File: config.mk
export PLATFORM = sky130hd
export DESIGN_NAME = multi_channel_input_debounce_events_top
export DESIGN_NICKNAME = d
export VERILOG_FILES = /design/src/rtl/dbe_pkg.sv /design/src/rtl/dbe_cfg_regs.sv /design/src/rtl/multi_channel_input_debounce_events_top.sv
export SDC_FILE = /design/constraint.sdc
export NUM_CORES = 1
export LEC_CHECK = 0
export BUFFER_PORTS_ARGS = -buffer_cell sky130_fd_sc_hd__buf_2
export CAP_MARGIN = 25
export CELL_PAD_IN_SITES_DETAIL_PLACEMENT = 0
export CELL_PAD_IN_SITES_GLOBAL_PLACEMENT = 1
export CORE_UTILIZATION = 45
export DETAILED_ROUTE_END_ITERATION = 10
export HOLD_SLACK_MARGIN = 0.03
export PLACE_DENSITY = 0.79
export SLEW_MARGIN = 40
export SYNTH_ARGS = -nofsm -noshare
export SYNTH_HDL_FRONTEND = slang
export SYNTH_SLANG_ARGS = --single-unit
File: constraint.sdc
create_clock -name clk -period 11.45 [get_ports clk]
set_input_delay 0 -clock clk [delete_from_list [all_inputs] [get_ports clk]]
set_output_delay 0 -clock clk [all_outputs]
set_load 0.02 [all_outputs]
File: src/rtl/dbe_pkg.sv
// Shared constants, types and register codes of the debounce event block.
`default_nettype none
package dbe_pkg;

  localparam int CHANNELS       = 8;
  localparam int TIME_BITS      = 48;
  localparam int COUNT_BITS     = 4;
  localparam int IDX_BITS       = (CHANNELS > 1) ? $clog2(CHANNELS) : 1;
  localparam int SAMPLE_BITS    = 8;
  localparam int PN_BITS        = 16;
  localparam int CFG_IDX_BITS   = 2;
  localparam int CFG_DATA_BITS  = 16;
  localparam int IN_TDATA_BITS  = 72;
  localparam int OUT_TDATA_BITS = 80;
  localparam int OUT_USED_BITS  = PN_BITS + 1 + TIME_BITS + SAMPLE_BITS;

  localparam logic [COUNT_BITS-1:0] SETTLE_RESET = COUNT_BITS'(3);
  localparam logic                  ACT_INIT     = 1'b1;

  typedef enum logic [CFG_IDX_BITS-1:0] {
    REG_INVERT_MASK  = 2'd0,
    REG_SETTLE_TICKS = 2'd1,
    REG_FIRST_POINT  = 2'd2
  } cfg_reg_t;

  typedef struct packed {
    logic [CHANNELS-1:0]   invert_mask;
    logic [COUNT_BITS-1:0] settle_ticks;
    logic [PN_BITS-1:0]    first_point;
  } cfg_t;

  typedef struct packed {
    logic [COUNT_BITS-1:0] cnt;
    logic [TIME_BITS-1:0]  tm;
  } chan_ent_t;

endpackage
`default_nettype wire

File: src/rtl/dbe_cfg_regs.sv
// Configuration register file of the debounce event block.
`default_nettype none
module dbe_cfg_regs (
  input  wire logic                              clk,
  input  wire logic                              rst_n,
  input  wire logic                              cfg_valid,
  output logic                                   cfg_ready,
  input  wire logic [dbe_pkg::CFG_IDX_BITS-1:0]  cfg_index,
  input  wire logic [dbe_pkg::CFG_DATA_BITS-1:0] cfg_data,
  output dbe_pkg::cfg_t                          cfg
);
  import dbe_pkg::*;

  cfg_t cfg_r;

  assign cfg_ready = 1'b1;
  assign cfg       = cfg_r;

  always_ff @(posedge clk) begin
    if (!rst_n) begin
      cfg_r.invert_mask  <= '0;
      cfg_r.settle_ticks <= SETTLE_RESET;
      cfg_r.first_point  <= '0;
    end else if (cfg_valid) begin
      case (cfg_index)
        REG_INVERT_MASK:  cfg_r.invert_mask  <= cfg_data[CHANNELS-1:0];
        REG_SETTLE_TICKS: cfg_r.settle_ticks <= cfg_data[COUNT_BITS-1:0];
        REG_FIRST_POINT:  cfg_r.first_point  <= cfg_data[PN_BITS-1:0];
        default: ;
      endcase
    end
  end

endmodule
`default_nettype wire

File: src/rtl/multi_channel_input_debounce_events_top.sv
// Top level of the eight-channel input debounce with change events.
// A sample tick after initialise takes the item from the input register and arms changed
// channels, then scans the eight channel slots with one read per cycle of the per-channel
// counter/time memory while not stalled (read, update, write back, pipelined one deep),
// and then gives the status result. An initialise or a tick before initialise goes
// straight to the status result. Output back-pressure stalls the engine; one further
// input item is held while the current one is in work.
`default_nettype none
module multi_channel_input_debounce_events_top (
  input  wire logic                               clk,
  input  wire logic                               rst_n,
  input  wire logic                               in_tvalid,
  output logic                                    in_tready,
  // sample_a, sample_b, sample_c, timestamp
  input  wire logic [dbe_pkg::IN_TDATA_BITS-1:0]  in_tdata,
  // action
  input  wire logic                               in_tuser,
  output logic                                    out_tvalid,
  input  wire logic                               out_tready,
  // point_number, new_value, event_time, stable_state, zero fill
  output logic [dbe_pkg::OUT_TDATA_BITS-1:0]      out_tdata,
  // is_event
  output logic                                    out_tuser,
  output logic                                    out_tlast,
  input  wire logic                               cfg_valid,
  output logic                                    cfg_ready,
  input  wire logic [dbe_pkg::CFG_IDX_BITS-1:0]   cfg_index,
  input  wire logic [dbe_pkg::CFG_DATA_BITS-1:0]  cfg_data
);
  import dbe_pkg::*;

  typedef enum logic [1:0] {ST_IDLE, ST_SCAN, ST_STATUS} state_t;

  cfg_t cfg;

  dbe_cfg_regs u_cfg (
    .clk       (clk),
    .rst_n     (rst_n),
    .cfg_valid (cfg_valid),
    .cfg_ready (cfg_ready),
    .cfg_index (cfg_index),
    .cfg_data  (cfg_data),
    .cfg       (cfg)
  );

  state_t                 state_r;
  logic                   hold_valid_r;
  logic                   hold_act_r;
  logic [SAMPLE_BITS-1:0] hold_a_r, hold_b_r, hold_c_r;
  logic [TIME_BITS-1:0]   hold_now_r;

  logic [CHANNELS-1:0]    prev_r, stable_r, armed_r, chg_r, cur_a_r;
  logic                   init_r;
  logic [TIME_BITS-1:0]   now_r;

  logic                   iss_r;
  logic [IDX_BITS-1:0]    ra_r;
  logic                   b_valid_r;
  logic [IDX_BITS-1:0]    b_idx_r;

  chan_ent_t              mem [CHANNELS];
  chan_ent_t              rdata_r;

  logic                   out_valid_r;
  logic                   out_event_r;
  logic [PN_BITS-1:0]     out_pn_r;
  logic                   out_nv_r;
  logic [TIME_BITS-1:0]   out_time_r;
  logic [SAMPLE_BITS-1:0] out_stable_r;
  logic                   out_last_r;

  logic                   adv;
  logic [CHANNELS-1:0]    a_x, b_x, c_x, maj, chg;
  logic                   b_todo, b_chg, b_zero, b_emit;
  logic [COUNT_BITS-1:0]  cnt_cur;
  logic [TIME_BITS-1:0]   tm_cur;
  chan_ent_t              wdata;
  logic                   mem_we, mem_re;
  logic [CHANNELS-1:0]    stable_upd;
  logic                   start;
  logic                   out_load;

  assign in_tready  = !hold_valid_r;
  assign out_tvalid = out_valid_r;
  assign out_tuser  = out_event_r;
  assign out_tlast  = out_last_r;
  assign out_tdata  = {(OUT_TDATA_BITS - OUT_USED_BITS)'(0),
                       SAMPLE_BITS'(out_stable_r), out_time_r, out_nv_r, out_pn_r};

  assign adv   = !out_valid_r || out_tready;
  assign start = (state_r == ST_IDLE) && hold_valid_r;

  always_comb begin
    a_x     = hold_a_r[CHANNELS-1:0] ^ cfg.invert_mask;
    b_x     = hold_b_r[CHANNELS-1:0] ^ cfg.invert_mask;
    c_x     = hold_c_r[CHANNELS-1:0] ^ cfg.invert_mask;
    maj     = (a_x & b_x) | (a_x & c_x) | (b_x & c_x);
    chg     = a_x ^ prev_r;

    b_todo  = armed_r[b_idx_r];
    b_chg   = chg_r[b_idx_r];
    cnt_cur = b_chg ? cfg.settle_ticks : rdata_r.cnt;
    tm_cur  = b_chg ? now_r : rdata_r.tm;
    b_zero  = (cnt_cur == '0);
    b_emit  = b_todo && b_zero && (cur_a_r[b_idx_r] != stable_r[b_idx_r]);

    wdata.cnt = b_zero ? cnt_cur : cnt_cur - COUNT_BITS'(1);
    wdata.tm  = tm_cur;

    stable_upd          = stable_r;
    stable_upd[b_idx_r] = cur_a_r[b_idx_r];

    mem_we = (state_r == ST_SCAN) && adv && b_valid_r && b_todo;
    mem_re = (state_r == ST_SCAN) && adv && iss_r;

    out_load = adv && (((state_r == ST_SCAN) && b_valid_r && b_emit) ||
                       (state_r == ST_STATUS));
  end

  always_ff @(posedge clk) begin
    if (mem_we) begin
      mem[b_idx_r] <= wdata;
    end
    if (mem_re) begin
      rdata_r <= mem[ra_r];
    end
  end

  always_ff @(posedge clk) begin
    if (!rst_n) begin
      state_r      <= ST_IDLE;
      hold_valid_r <= 1'b0;
      prev_r       <= '0;
      stable_r     <= '0;
      armed_r      <= '0;
      init_r       <= 1'b0;
      iss_r        <= 1'b0;
      ra_r         <= '0;
      b_valid_r    <= 1'b0;
      b_idx_r      <= '0;
      out_valid_r  <= 1'b0;
    end else begin
      if (in_tvalid && in_tready) begin
        hold_valid_r <= 1'b1;
        hold_a_r     <= in_tdata[7:0];
        hold_b_r     <= in_tdata[15:8];
        hold_c_r     <= in_tdata[23:16];
        hold_now_r   <= in_tdata[71:24];
        hold_act_r   <= in_tuser;
      end

      if (out_tready && !out_load) begin
        out_valid_r <= 1'b0;
      end

      case (state_r)
        ST_IDLE: begin
          if (start) begin
            hold_valid_r <= 1'b0;
            if (hold_act_r == ACT_INIT) begin
              prev_r   <= maj;
              stable_r <= maj;
              init_r   <= 1'b1;
              state_r  <= ST_STATUS;
            end else if (!init_r) begin
              state_r <= ST_STATUS;
            end else begin
              prev_r    <= a_x;
              armed_r   <= armed_r | chg;
              chg_r     <= chg;
              cur_a_r   <= a_x;
              now_r     <= hold_now_r;
              iss_r     <= 1'b1;
              ra_r      <= '0;
              b_valid_r <= 1'b0;
              state_r   <= ST_SCAN;
            end
          end
        end
        ST_SCAN: begin
          if (adv) begin
            if (iss_r) begin
              b_valid_r <= 1'b1;
              b_idx_r   <= ra_r;
              if (ra_r == IDX_BITS'(CHANNELS - 1)) begin
                iss_r <= 1'b0;
              end else begin
                ra_r <= ra_r + IDX_BITS'(1);
              end
            end else begin
              b_valid_r <= 1'b0;
            end
            if (b_valid_r) begin
              if (b_todo && b_zero) begin
                armed_r[b_idx_r] <= 1'b0;
              end
              if (b_emit) begin
                stable_r     <= stable_upd;
                out_valid_r  <= 1'b1;
                out_event_r  <= 1'b1;
                out_pn_r     <= PN_BITS'(cfg.first_point + PN_BITS'(b_idx_r));
                out_nv_r     <= cur_a_r[b_idx_r];
                out_time_r   <= tm_cur;
                out_stable_r <= SAMPLE_BITS'(stable_upd);
                out_last_r   <= 1'b0;
              end
              if (b_idx_r == IDX_BITS'(CHANNELS - 1)) begin
                state_r <= ST_STATUS;
              end
            end
          end
        end
        ST_STATUS: begin
          if (adv) begin
            out_valid_r  <= 1'b1;
            out_event_r  <= 1'b0;
            out_pn_r     <= '0;
            out_nv_r     <= 1'b0;
            out_time_r   <= '0;
            out_stable_r <= SAMPLE_BITS'(stable_r);
            out_last_r   <= 1'b1;
            state_r      <= ST_IDLE;
          end
        end
        default: begin
          state_r <= ST_IDLE;
        end
      endcase
    end
  end

endmodule
`default_nettype wire
==> flow_metrics.py, run 1 <==
metrics = {
    "outcome": {
        "status": "complete, no violations",
    },
    "floorplan": {
        "rows": 92,
        "die_area_mm2": 0.0646,
        "coreArea_mm2": 0.0630,
        "io_pins": 181,
        "die_h_um": 254,
        "die_w_um": 254,
        "initial_core_util_pct": 45.4,
    },
    "critical_path": {
        "cp.required_ns": 11.69,
        "critical-path-top-cell-by-count": "mux2i_1",
        "max_stage_delay_ns": 0.81,
        "critPathLaunchType": "flip-flop",
        "r2r_start": "b_idx_r[0]$_SDFFE_PN0P_",
        "worst-setup-path-type": "flip-flop to flip-flop",
        "arrival_ns": 5.13,
        "cp-end-kind": "flip-flop",
        "worstPathMaxFanout": 53,
        "cp-startpoint": "b_idx_r[0]$_SDFFE_PN0P_",
        "crit_path_cell_trace": "mux2i_1 -> mux4_4 -> buf_6 -> mux2i_1 -> ha_1 -> nor3b_1 -> mux2i_4 -> nor3_1 -> a31oi_1 -> nor3_2 -> buf_4",
        "slowest_stage": "dfxtp_1",
    },
    "timing": {
        "rsz0062_at_grt": "no",
        "hold_viol": 0,
        "tns_ns": 0,
        "max_freq_ghz": 0.204,
        "worstMarginPinSlew_ns": 0.792,
        "drv_slew": 0,
        "skew_ns": 0.0211,
        "maxSlewHeadroom_pct": 47.2,
        "finalCritPeriodShare_pct": 42.7,
        "setup_viol": 0,
        "fin_crit_ns": 4.89,
    },
    "layout": {
        "syn_to_final_growth_pct": 19.2,
        "final_util_pct": 54.1,
        "nets": 1902,
        "regArea_mm2": 0.0217,
        "multi_input_area_mm2": 0.00657,
        "drive_above_1_share_pct": 30.2,
        "final_cell_mix": "edfxtp_1 (680), buf_2 (172), mux2_2 (118)",
        "antenna_cells": 0,
        "final_common_cell": "edfxtp_1",
        "fillers": 4829,
    },
    "yosys": {
        "synth_edf_count": 680,
        "synth-seq-area-share_pct": 75.9,
        "synth_cells": 1490,
        "yosysUniqueCellTypes": 55,
        "ys_warn_count": 0,
        "synthArstFlopShare_pct": 0,
        "netlist_area_mm2": 0.0286,
        "yosys_register_bits": 745,
        "synthFlopType": "edfxtp_1",
        "synth.avg_cell_area_um2": 19.2,
    },
    "routing": {
        "vias_per_cell": 5.29,
        "remaining_drc_errors": 0,
        "drtPass1Iterations": 5,
        "drtAntennaViolNets": 0,
        "vias": 14300,
        "post_drt_wl_per_cell_um": 21.7,
        "drt_iter0_markers": 978,
        "routed_wl_um": 58600,
    },
    "clocking": {
        "cts.sinks": 745,
        "ctsHtreeMaxLevel": 3,
        "cts_buffer_depth": 3,
        "post_cts_buffers": 0,
        "clk_latency_ns": 0.62,
        "cts_root_buffer": "clkbuf_16",
        "cts_buffers": 78,
        "cts_tree": "done",
        "clk_pin_slew_ns": 0.06,
    },
    "hold_path": {
        "min_path_type": "primary input to flip-flop",
        "hp-start": "in_tdata[26]",
    },
    "power": {
        "max-vdd-ir-drop_v": 0.000130,
        "internal_power_w": 0.00455,
        "pwr-share-clk_pct": 43.7,
        "combPwrFrac_pct": 3.8,
        "switching_power_w": 0.00119,
        "power.density_mw_per_mm2": 168,
        "p_seq_share_pct": 52.5,
        "p_sw_share_pct": 20.8,
        "leakagePower_nw": 11.3,
    },
    "grt": {
        "grt_usage_pct": 18.5,
        "grt_start_max_net_pins": 59,
        "antenna_found_initial": 0,
        "overflow": 0,
        "grt_pass1_wl_um": 88400,
        "grt_pass1_vias": 15000,
    },
    "placed_design": {
        "place_congestion": 0.801,
        "io_buffer_count": 172,
        "dpl.hpwl_um": 32300,
    },
    "flow_run": {
        "maxCapViolCount": 0,
    },
}
-- layer usage --
metal  global-route usage, %  vias to the layer above  wire [µm]
li1                        -                     6455          -
met1                    25.3                     7373      25900
met2                    30.6                      383      28900
met3                    3.16                       89       2650
met4                    5.15                        0       1180
met5                       0                        -          0
-- power groups by stage --
| stage | Clock [W] | Sequential [W] | Combinational (W) |
|---|---|---|---|
| 2_1_floorplan | 0 | 0.00309 | 0.0000948 |
| 3_3_place_gp | 0 | 0.00307 | 0.000192 |
| 3_5_place_dp | 0 | 0.00307 | 0.000196 |
| 4_1_cts | 0.00257 | 0.00301 | 0.000223 |
| 5_1_grt | 0.00267 | 0.00301 | 0.000240 |
| 6_report | 0.00251 | 0.00301 | 0.000219 |
-- synthesized netlist by cell type (2+ instances only) --
cell type | instances | share of area, %
a211oi_1 | 12 | 0.31
a21o_1 | 2 | 0.052
a21oi_1 | 44 | 0.77
a31oi_1 | 2 | 0.044
and2_1 | 53 | 1.2
and3_1 | 3 | 0.066
and4_1 | 2 | 0.061
buf_1 | 10 | 0.13
buf_2 | 6 | 0.10
buf_4 | 11 | 0.29
buf_6 | 2 | 0.079
clkbuf_1 | 50 | 0.66
conb_1 | 2 | 0.026
dfxtp_1 | 65 | 4.5
edfxtp_1 | 680 | 71
ha_1 | 10 | 0.44
inv_1 | 13 | 0.17
maj3_1 | 8 | 0.28
mux2_2 | 118 | 4.6
mux2_4 | 3 | 0.16
mux2i_1 | 36 | 1.3
mux4_2 | 107 | 8.4
nand2_1 | 67 | 0.88
nand2b_1 | 5 | 0.11
nand3_1 | 9 | 0.16
nand3b_1 | 3 | 0.079
nand4b_1 | 2 | 0.061
nor2_1 | 63 | 0.83
nor2b_1 | 7 | 0.15
nor3_1 | 10 | 0.17
nor3b_1 | 4 | 0.10
o211ai_1 | 6 | 0.16
o21ai_0 | 5 | 0.087
o22ai_1 | 3 | 0.066
o31ai_1 | 5 | 0.13
o41ai_1 | 3 | 0.092
or2_2 | 3 | 0.066
or3_1 | 3 | 0.066
xnor2_1 | 13 | 0.40
xor2_1 | 25 | 0.77
-- cells by family after synthesis --
| group | count (synthesis) | share of synthesized area [%] |
|---|---|---|
| AO/OA/AOI/OAI | 90 | 2.02 |
| XOR/XNOR | 38 | 1.16 |
| adder cells (fa/ha/maj) | 19 | 0.787 |
| buffers and inverters | 93 | 1.44 |
| flip-flops | 745 | 75.9 |
| multiplexers | 265 | 14.6 |
| other | 2 | 0.0262 |
| AND/OR/NAND/NOR | 238 | 4.08 |
-- what timing repair did --
action,4_1_cts,5_1_grt
endpoints found under the hold margin,118,0
gates resized for setup,0,0
hold buffers,97,0
-- critical path: cells and delay by family, from the launching register on --
kind	cells	cell delay (ns)
fa+ha+maj	1	0.25
flops	1	0.81
compound gates	1	0.13
simple gates	3	0.78
buf+inv	2	1.20
mux	4	1.23
-- state kept, by name, summed over array words and instances (netlist names), 2 cells and up --
signal and cells:
mem 416, rdata_r 52, hold_now_r 48, now_r 48, out_time_r 48, u_cfg.cfg 28, out_pn_r 16, armed_r 8
chg_r 8, cur_a_r 8, hold_a_r 8, hold_b_r 8, hold_c_r 8, out_stable_r 8, prev_r 8, stable_r 8
b_idx_r 3, ra_r 3, state_r 2
-- stage by stage --
step	std cells	hold WS (ns)	power (W)	cell area, µm²	worst slack (ns)
2_1_floorplan	1496	0.0989	0.00319	28600	3.02
3_3_place_gp	2460	0.176	0.00326	30500	6.50
3_5_place_dp	2463	0.178	0.00327	30600	6.53
4_1_cts	2700	0.0522	0.00580	34100	6.51
5_1_grt	2701	0.0670	0.00592	34100	6.21
6_report	2701	0.0852	0.00574	34100	6.56
-- path summary, 6_finish.rpt --
kind / endpoint / slack [ns] / cells past startpoint
max: out_time_r[46]$_SDFFCE_PP0P_ / 6.56 / 11
min: hold_now_r[2]$_DFFE_PP_ / 0.09 / 2
max reg2reg: out_time_r[46]$_SDFFCE_PP0P_ / 6.56 / 11
min reg2reg: now_r[9]$_DFFE_PP_ / 0.42 / 0
-- final cells by class --
class,instances,area share [%]
repair buffers,298,6.28
clock buffers,94,5.93
well taps,846,3.10
clock inverters,46,1.52
multi-input cells,658,19.3
inverters,14,0.158
flip-flops and latches,745,63.7
Power figures use the tool's default switching activity.
==> run 2: changes to the inputs <==
==> constraint.sdc (replaced) <==
create_clock -name clk -period 4.7 [get_ports clk]
set_input_delay 0 -clock clk [delete_from_list [all_inputs] [get_ports clk]]
set_output_delay 0 -clock clk [all_outputs]
set_load 0.02 [all_outputs]
==> flow_metrics.py, run 2 (same netlist as run 1, synthesis figures left out) <==
metrics = {
    "grt": {
        "grt_usage_pct": 19.0,
        "overflow": 0,
        "antenna_found_initial": 0,
        "grt_pass1_wl_um": 90500,
        "grt_pass1_vias": 15000,
        "grt_start_max_net_pins": 65,
    },
    "clocking": {
        "cts_tree": "done",
        "cts_root_buffer": "clkbuf_16",
        "cts_hold_buf": 98,
        "clk_pin_slew_ns": 0.06,
        "post_cts_buffers": 0,
        "cts_resized": 0,
        "cts.sinks": 745,
        "cts_buffers": 78,
        "ctsHtreeMaxLevel": 3,
        "clk_latency_ns": 0.62,
        "cts_buffer_depth": 3,
    },
    "routing": {
        "remaining_drc_errors": 0,
        "vias_per_cell": 5.29,
        "drtAntennaViolNets": 0,
        "routed_wl_um": 60000,
        "drtPass1Iterations": 5,
        "vias": 14400,
        "post_drt_wl_per_cell_um": 22.1,
        "drt_iter0_markers": 958,
    },
    "timing": {
        "setup_viol": 0,
        "maxSlewHeadroom_pct": 46.1,
        "tns_ns": 0,
        "skew_ns": 0.0249,
        "max_freq_ghz": 0.246,
        "hold_viol": 0,
        "rsz0062_at_grt": "no",
        "fin_crit_ns": 4.07,
        "drv_slew": 0,
        "whs_ns": 0.0924,
        "worstMarginPinSlew_ns": 0.808,
        "finalCritPeriodShare_pct": 86.5,
    },
    "critical_path": {
        "critPathLaunchType": "flip-flop",
        "cp.required_ns": 4.96,
        "slowest_stage": "dfxtp_1",
        "worstPathMaxFanout": 28,
        "cp-end-kind": "flip-flop",
        "max_stage_delay_ns": 0.79,
        "critical-path-top-cell-by-count": "mux2i_1",
        "crit_path_cell_trace": "mux2i_1 -> mux4_4 -> mux2i_1 -> ha_1 -> nor3b_2 -> mux2i_4 -> nor3_2 -> a31oi_1 -> nor3_4 -> buf_4",
        "arrival_ns": 4.33,
        "worst-setup-path-type": "flip-flop to flip-flop",
    },
    "layout": {
        "fillers": 4836,
        "nets": 1912,
        "multi_input_area_mm2": 0.00661,
        "final_common_cell": "edfxtp_1",
        "antenna_cells": 0,
        "regArea_mm2": 0.0217,
        "final_cell_mix": "edfxtp_1 (680), buf_2 (172), mux2_2 (118)",
        "syn_to_final_growth_pct": 19.7,
        "drive_above_1_share_pct": 30.9,
        "final_util_pct": 54.4,
        "top_regs": "mem: 416 flops, rdata_r: 52 flops",
        "largest_reg_flops": 416,
        "top_register": "mem",
    },
    "outcome": {
        "status": "complete, no violations",
    },
    "floorplan": {
        "coreArea_mm2": 0.0630,
        "rows": 92,
        "io_pins": 181,
        "die_w_um": 254,
        "die_h_um": 254,
        "initial_core_util_pct": 45.4,
        "die_area_mm2": 0.0646,
    },
    "power": {
        "max-vdd-ir-drop_v": 0.000369,
        "power.density_mw_per_mm2": 408,
        "leakagePower_nw": 11.4,
    },
    "hold_path": {
        "min_path_type": "primary input to flip-flop",
    },
    "placed_design": {
        "place_congestion": 0.797,
        "io_buffer_count": 172,
        "dpl.hpwl_um": 34100,
    },
    "flow_run": {
        "maxCapViolCount": 0,
    },
}
run 2: metrics by stage:
stage | setup slack (ns) | total power [W] | area (µm²) | cells
2_1_floorplan | -0.662 | 0.00776 | 28700 | 1496
3_3_place_gp | 0.709 | 0.00797 | 30600 | 2468
3_5_place_dp | 0.602 | 0.00797 | 30700 | 2472
4_1_cts | 0.582 | 0.0141 | 34200 | 2713
5_1_grt | 0.256 | 0.0144 | 34200 | 2714
6_report | 0.635 | 0.0140 | 34200 | 2714
run 2: layer usage:
layer | wire length [µm] | vias to the layer above | track usage, %
li1 | - | 6477 | -
met1 | 25800 | 7377 | 25.3
met2 | 29900 | 411 | 32.0
met3 | 3020 | 86 | 3.37
met4 | 1310 | 0 | 5.40
met5 | 0 | - | 0
run 2: final timing paths:
check                                 from                            to  slack, ns  depth (start not counted)
setup / recovery   b_idx_r[0]$_SDFFE_PN0P_  out_time_r[38]$_SDFFCE_PP0P_       0.63                         10
hold / removal                in_tdata[32]       hold_now_r[8]$_DFFE_PP_       0.09                          2
setup reg to reg   b_idx_r[0]$_SDFFE_PN0P_  out_time_r[38]$_SDFFCE_PP0P_       0.63                         10
hold reg to reg   hold_now_r[32]$_DFFE_PP_           now_r[32]$_DFFE_PP_       0.42                          0
run 2: final cells by class:
cell class,instances,area share [%]
Clock inverter,44,1.34
Multi-Input combinational cell,658,19.3
Tap cell,846,3.09
Sequential cell,745,63.5
Inverter,14,0.157
Timing Repair Buffer,308,6.55
Clock buffer,99,6.08
run 2: worst max-delay path, delay by kind of cell (launching register included):
family / cells / cell delay (ns)
muxes: 4 / 1.39
and+or+nand+nor: 3 / 0.72
buffers and inverters: 1 / 0.40
AOI/OAI and AO/OA: 1 / 0.15
DFF: 1 / 0.79
adders and majority gates: 1 / 0.24
run 2: where the power goes:
part | switching [W] | internal [W]
logic | 0.000334 | 0.000211
clock network | 0.00252 | 0.00355
registers | 0.0000520 | 0.00729
total | 0.00291 | 0.0111
==> run 3: changes to the inputs <==
--- a/config.mk
+++ b/config.mk
@@ -9,10 +9,12 @@
 export CAP_MARGIN = 25
 export CELL_PAD_IN_SITES_DETAIL_PLACEMENT = 0
 export CELL_PAD_IN_SITES_GLOBAL_PLACEMENT = 1
+export CORE_ASPECT_RATIO = 1.2
 export CORE_UTILIZATION = 45
 export DETAILED_ROUTE_END_ITERATION = 10
 export HOLD_SLACK_MARGIN = 0.03
 export PLACE_DENSITY = 0.79
+export SKIP_CTS_REPAIR_TIMING = 1
 export SLEW_MARGIN = 40
 export SYNTH_ARGS = -nofsm -noshare
 export SYNTH_HDL_FRONTEND = slang
==> flow_metrics.py, run 3 (same netlist as run 1, synthesis figures left out) <==
metrics = {
    "floorplan": {
        "die_area_mm2": 0.0646,
        "initial_core_util_pct": 45.8,
        "rows": 100,
        "io_pins": 181,
        "coreArea_mm2": 0.0624,
        "die_h_um": 278,
        "die_w_um": 232,
    },
    "outcome": {
        "status": "complete, no violations",
    },
    "layout": {
        "fin_area_mm2": 0.0342,
        "syn_to_final_growth_pct": 19.6,
        "nets": 1904,
        "final_cell_mix": "edfxtp_1 (680), buf_2 (172), mux2_2 (118)",
        "drive_above_1_share_pct": 30.7,
        "top_regs": "mem: 416 flops, rdata_r: 52 flops",
        "largest_reg_flops": 416,
        "top_register": "mem",
        "final_common_cell": "edfxtp_1",
    },
    "placed_design": {
        "place_congestion": 0.763,
        "place_area_mm2": 0.0307,
        "io_buffer_count": 172,
        "dpl.hpwl_um": 33700,
        "place_worst_setup_slack_ns": 0.483,
    },
    "critical_path": {
        "arrival_ns": 4.21,
        "slowest_stage": "mux4_4",
        "worstPathMaxFanout": 44,
        "crit_family": "multiplexers",
        "max_stage_delay_ns": 0.69,
        "endpoint": "out_time_r[38]$_SDFFCE_PP0P_",
        "critPathLaunchType": "flip-flop",
        "r2r_slack_ns": 0.76,
        "crit_path_cell_trace": "mux2i_1 -> mux4_4 -> mux2i_1 -> ha_1 -> nor3b_2 -> mux2i_4 -> nor3_2 -> a31oi_1 -> nor3_4 -> buf_12",
        "cp-startpoint": "b_idx_r[0]$_SDFFE_PN0P_",
        "reg2reg_to": "out_time_r[38]$_SDFFCE_PP0P_",
        "cp.required_ns": 4.96,
        "worst-setup-path-type": "flip-flop to flip-flop",
        "ff2ff_path_depth": 10,
        "cp_num_cells": 10,
        "r2r_start": "b_idx_r[0]$_SDFFE_PN0P_",
        "cp.buffers_inverters": 1,
        "cp-end-kind": "flip-flop",
        "critical-path-top-cell-by-count": "mux2i_1",
    },
    "timing": {
        "max_freq_ghz": 0.254,
        "whs_ns": 0.0909,
        "fin_crit_ns": 3.94,
        "setup_viol": 0,
        "drv_slew": 0,
        "hold_viol": 0,
        "maxSlewHeadroom_pct": 45.6,
        "worstMarginPinSlew_ns": 0.816,
        "rsz0062_at_grt": "no",
        "tns_ns": 0,
        "skew_ns": 0.0198,
        "post-route-worst-setup-slack_ns": 0.759,
        "finalCritPeriodShare_pct": 83.9,
    },
    "routing": {
        "routed_wl_um": 60300,
        "vias_per_cell": 5.39,
        "drtPass1Iterations": 5,
        "remaining_drc_errors": 0,
        "vias": 14400,
        "drtAntennaViolNets": 0,
        "drt_iter0_markers": 1071,
        "post_drt_wl_per_cell_um": 22.6,
    },
    "grt": {
        "overflow": 0,
        "grt_start_max_net_pins": 59,
        "grt_busiest_layer": "met2",
        "grt_usage_pct": 18.8,
        "grt_pass1_vias": 14600,
        "antenna_found_initial": 2,
        "grt_pass1_wl_um": 89700,
        "grt_util_met1_pct": 24.3,
        "grt_use_met3_pct": 2.86,
        "grt_use_met2_pct": 32.4,
    },
    "clocking": {
        "clk_pin_slew_ns": 0.06,
        "cts_tree": "done",
        "cts_buffers": 75,
        "cts_root_buffer": "clkbuf_16",
        "ctsHtreeMaxLevel": 3,
        "clk_latency_ns": 0.61,
        "cts.sinks": 745,
        "cts_buffer_depth": 3,
    },
    "power": {
        "combPwrFrac_pct": 3.9,
        "total_power_w": 0.0140,
        "internal_power_w": 0.0112,
        "pwr-share-clk_pct": 43.9,
        "leakagePower_nw": 11.3,
        "p_seq_share_pct": 52.3,
        "power.density_mw_per_mm2": 410,
        "switching_power_w": 0.00289,
        "p_sw_share_pct": 20.5,
        "max-vdd-ir-drop_v": 0.000292,
    },
    "flow_run": {
        "maxCapViolCount": 0,
    },
    "hold_path": {
        "min_path_type": "primary input to flip-flop",
    },
}
[run 3: cell count changes in the layout (fill, tap and decap cells not counted), sizes merged]
cell         before  now
clkinv           34   23
clkbuf           99   89
bufinv            7   11
buf             210  204
inv              15   18
dlygate4sd3      98   99
clkinvlp          2    4
diode             0    1
[run 3: cell type report]
cell class                 count  area (µm²)
timing repair buffer         303        2280
antenna                        1        2.50
fill                        4721       28200
sequential                   745       21700
clock inverter                42         524
multi-input combinational    658        6610
inverter                      14        53.8
clock buffer                  89        2000
tap                          816        1020
[run 3: power groups by stage]
stage               combinational, W  clock, W  sequential (W)
floorplan                   0.000234         0         0.00753
global placement            0.000483         0         0.00749
detailed placement          0.000491         0         0.00749
CTS                         0.000492   0.00629         0.00735
global route                0.000592   0.00652         0.00735
finish                      0.000544   0.00616         0.00734
[run 3: layer usage]
layer	vias up	part of all wire (%)
li1	6448	-
met1	7446	41
met2	394	52
met3	81	4.9
met4	0	1.8
met5	-	0
[run 3: worst min-delay path by stage]
stage                 startpoint                    end  depth (start not counted)
finish               in_tdata[7]  hold_a_r[7]$_DFFE_PP_                          2
global route         in_tdata[7]  hold_a_r[7]$_DFFE_PP_                          2
CTS                  in_tdata[5]  hold_a_r[5]$_DFFE_PP_                          1
detailed placement  in_tdata[19]  hold_c_r[3]$_DFFE_PP_                          1
global placement    in_tdata[22]  hold_c_r[6]$_DFFE_PP_                          1
floorplan            in_tdata[0]  hold_a_r[0]$_DFFE_PP_                          0
[run 3: metrics by stage]
step,std cells,utilization [%]
final,2668,54.8
after global routing,2668,54.8
after CTS,2568,53.2
after detailed placement,2437,49.2
after global placement,2433,49.1
after floorplan,1496,-
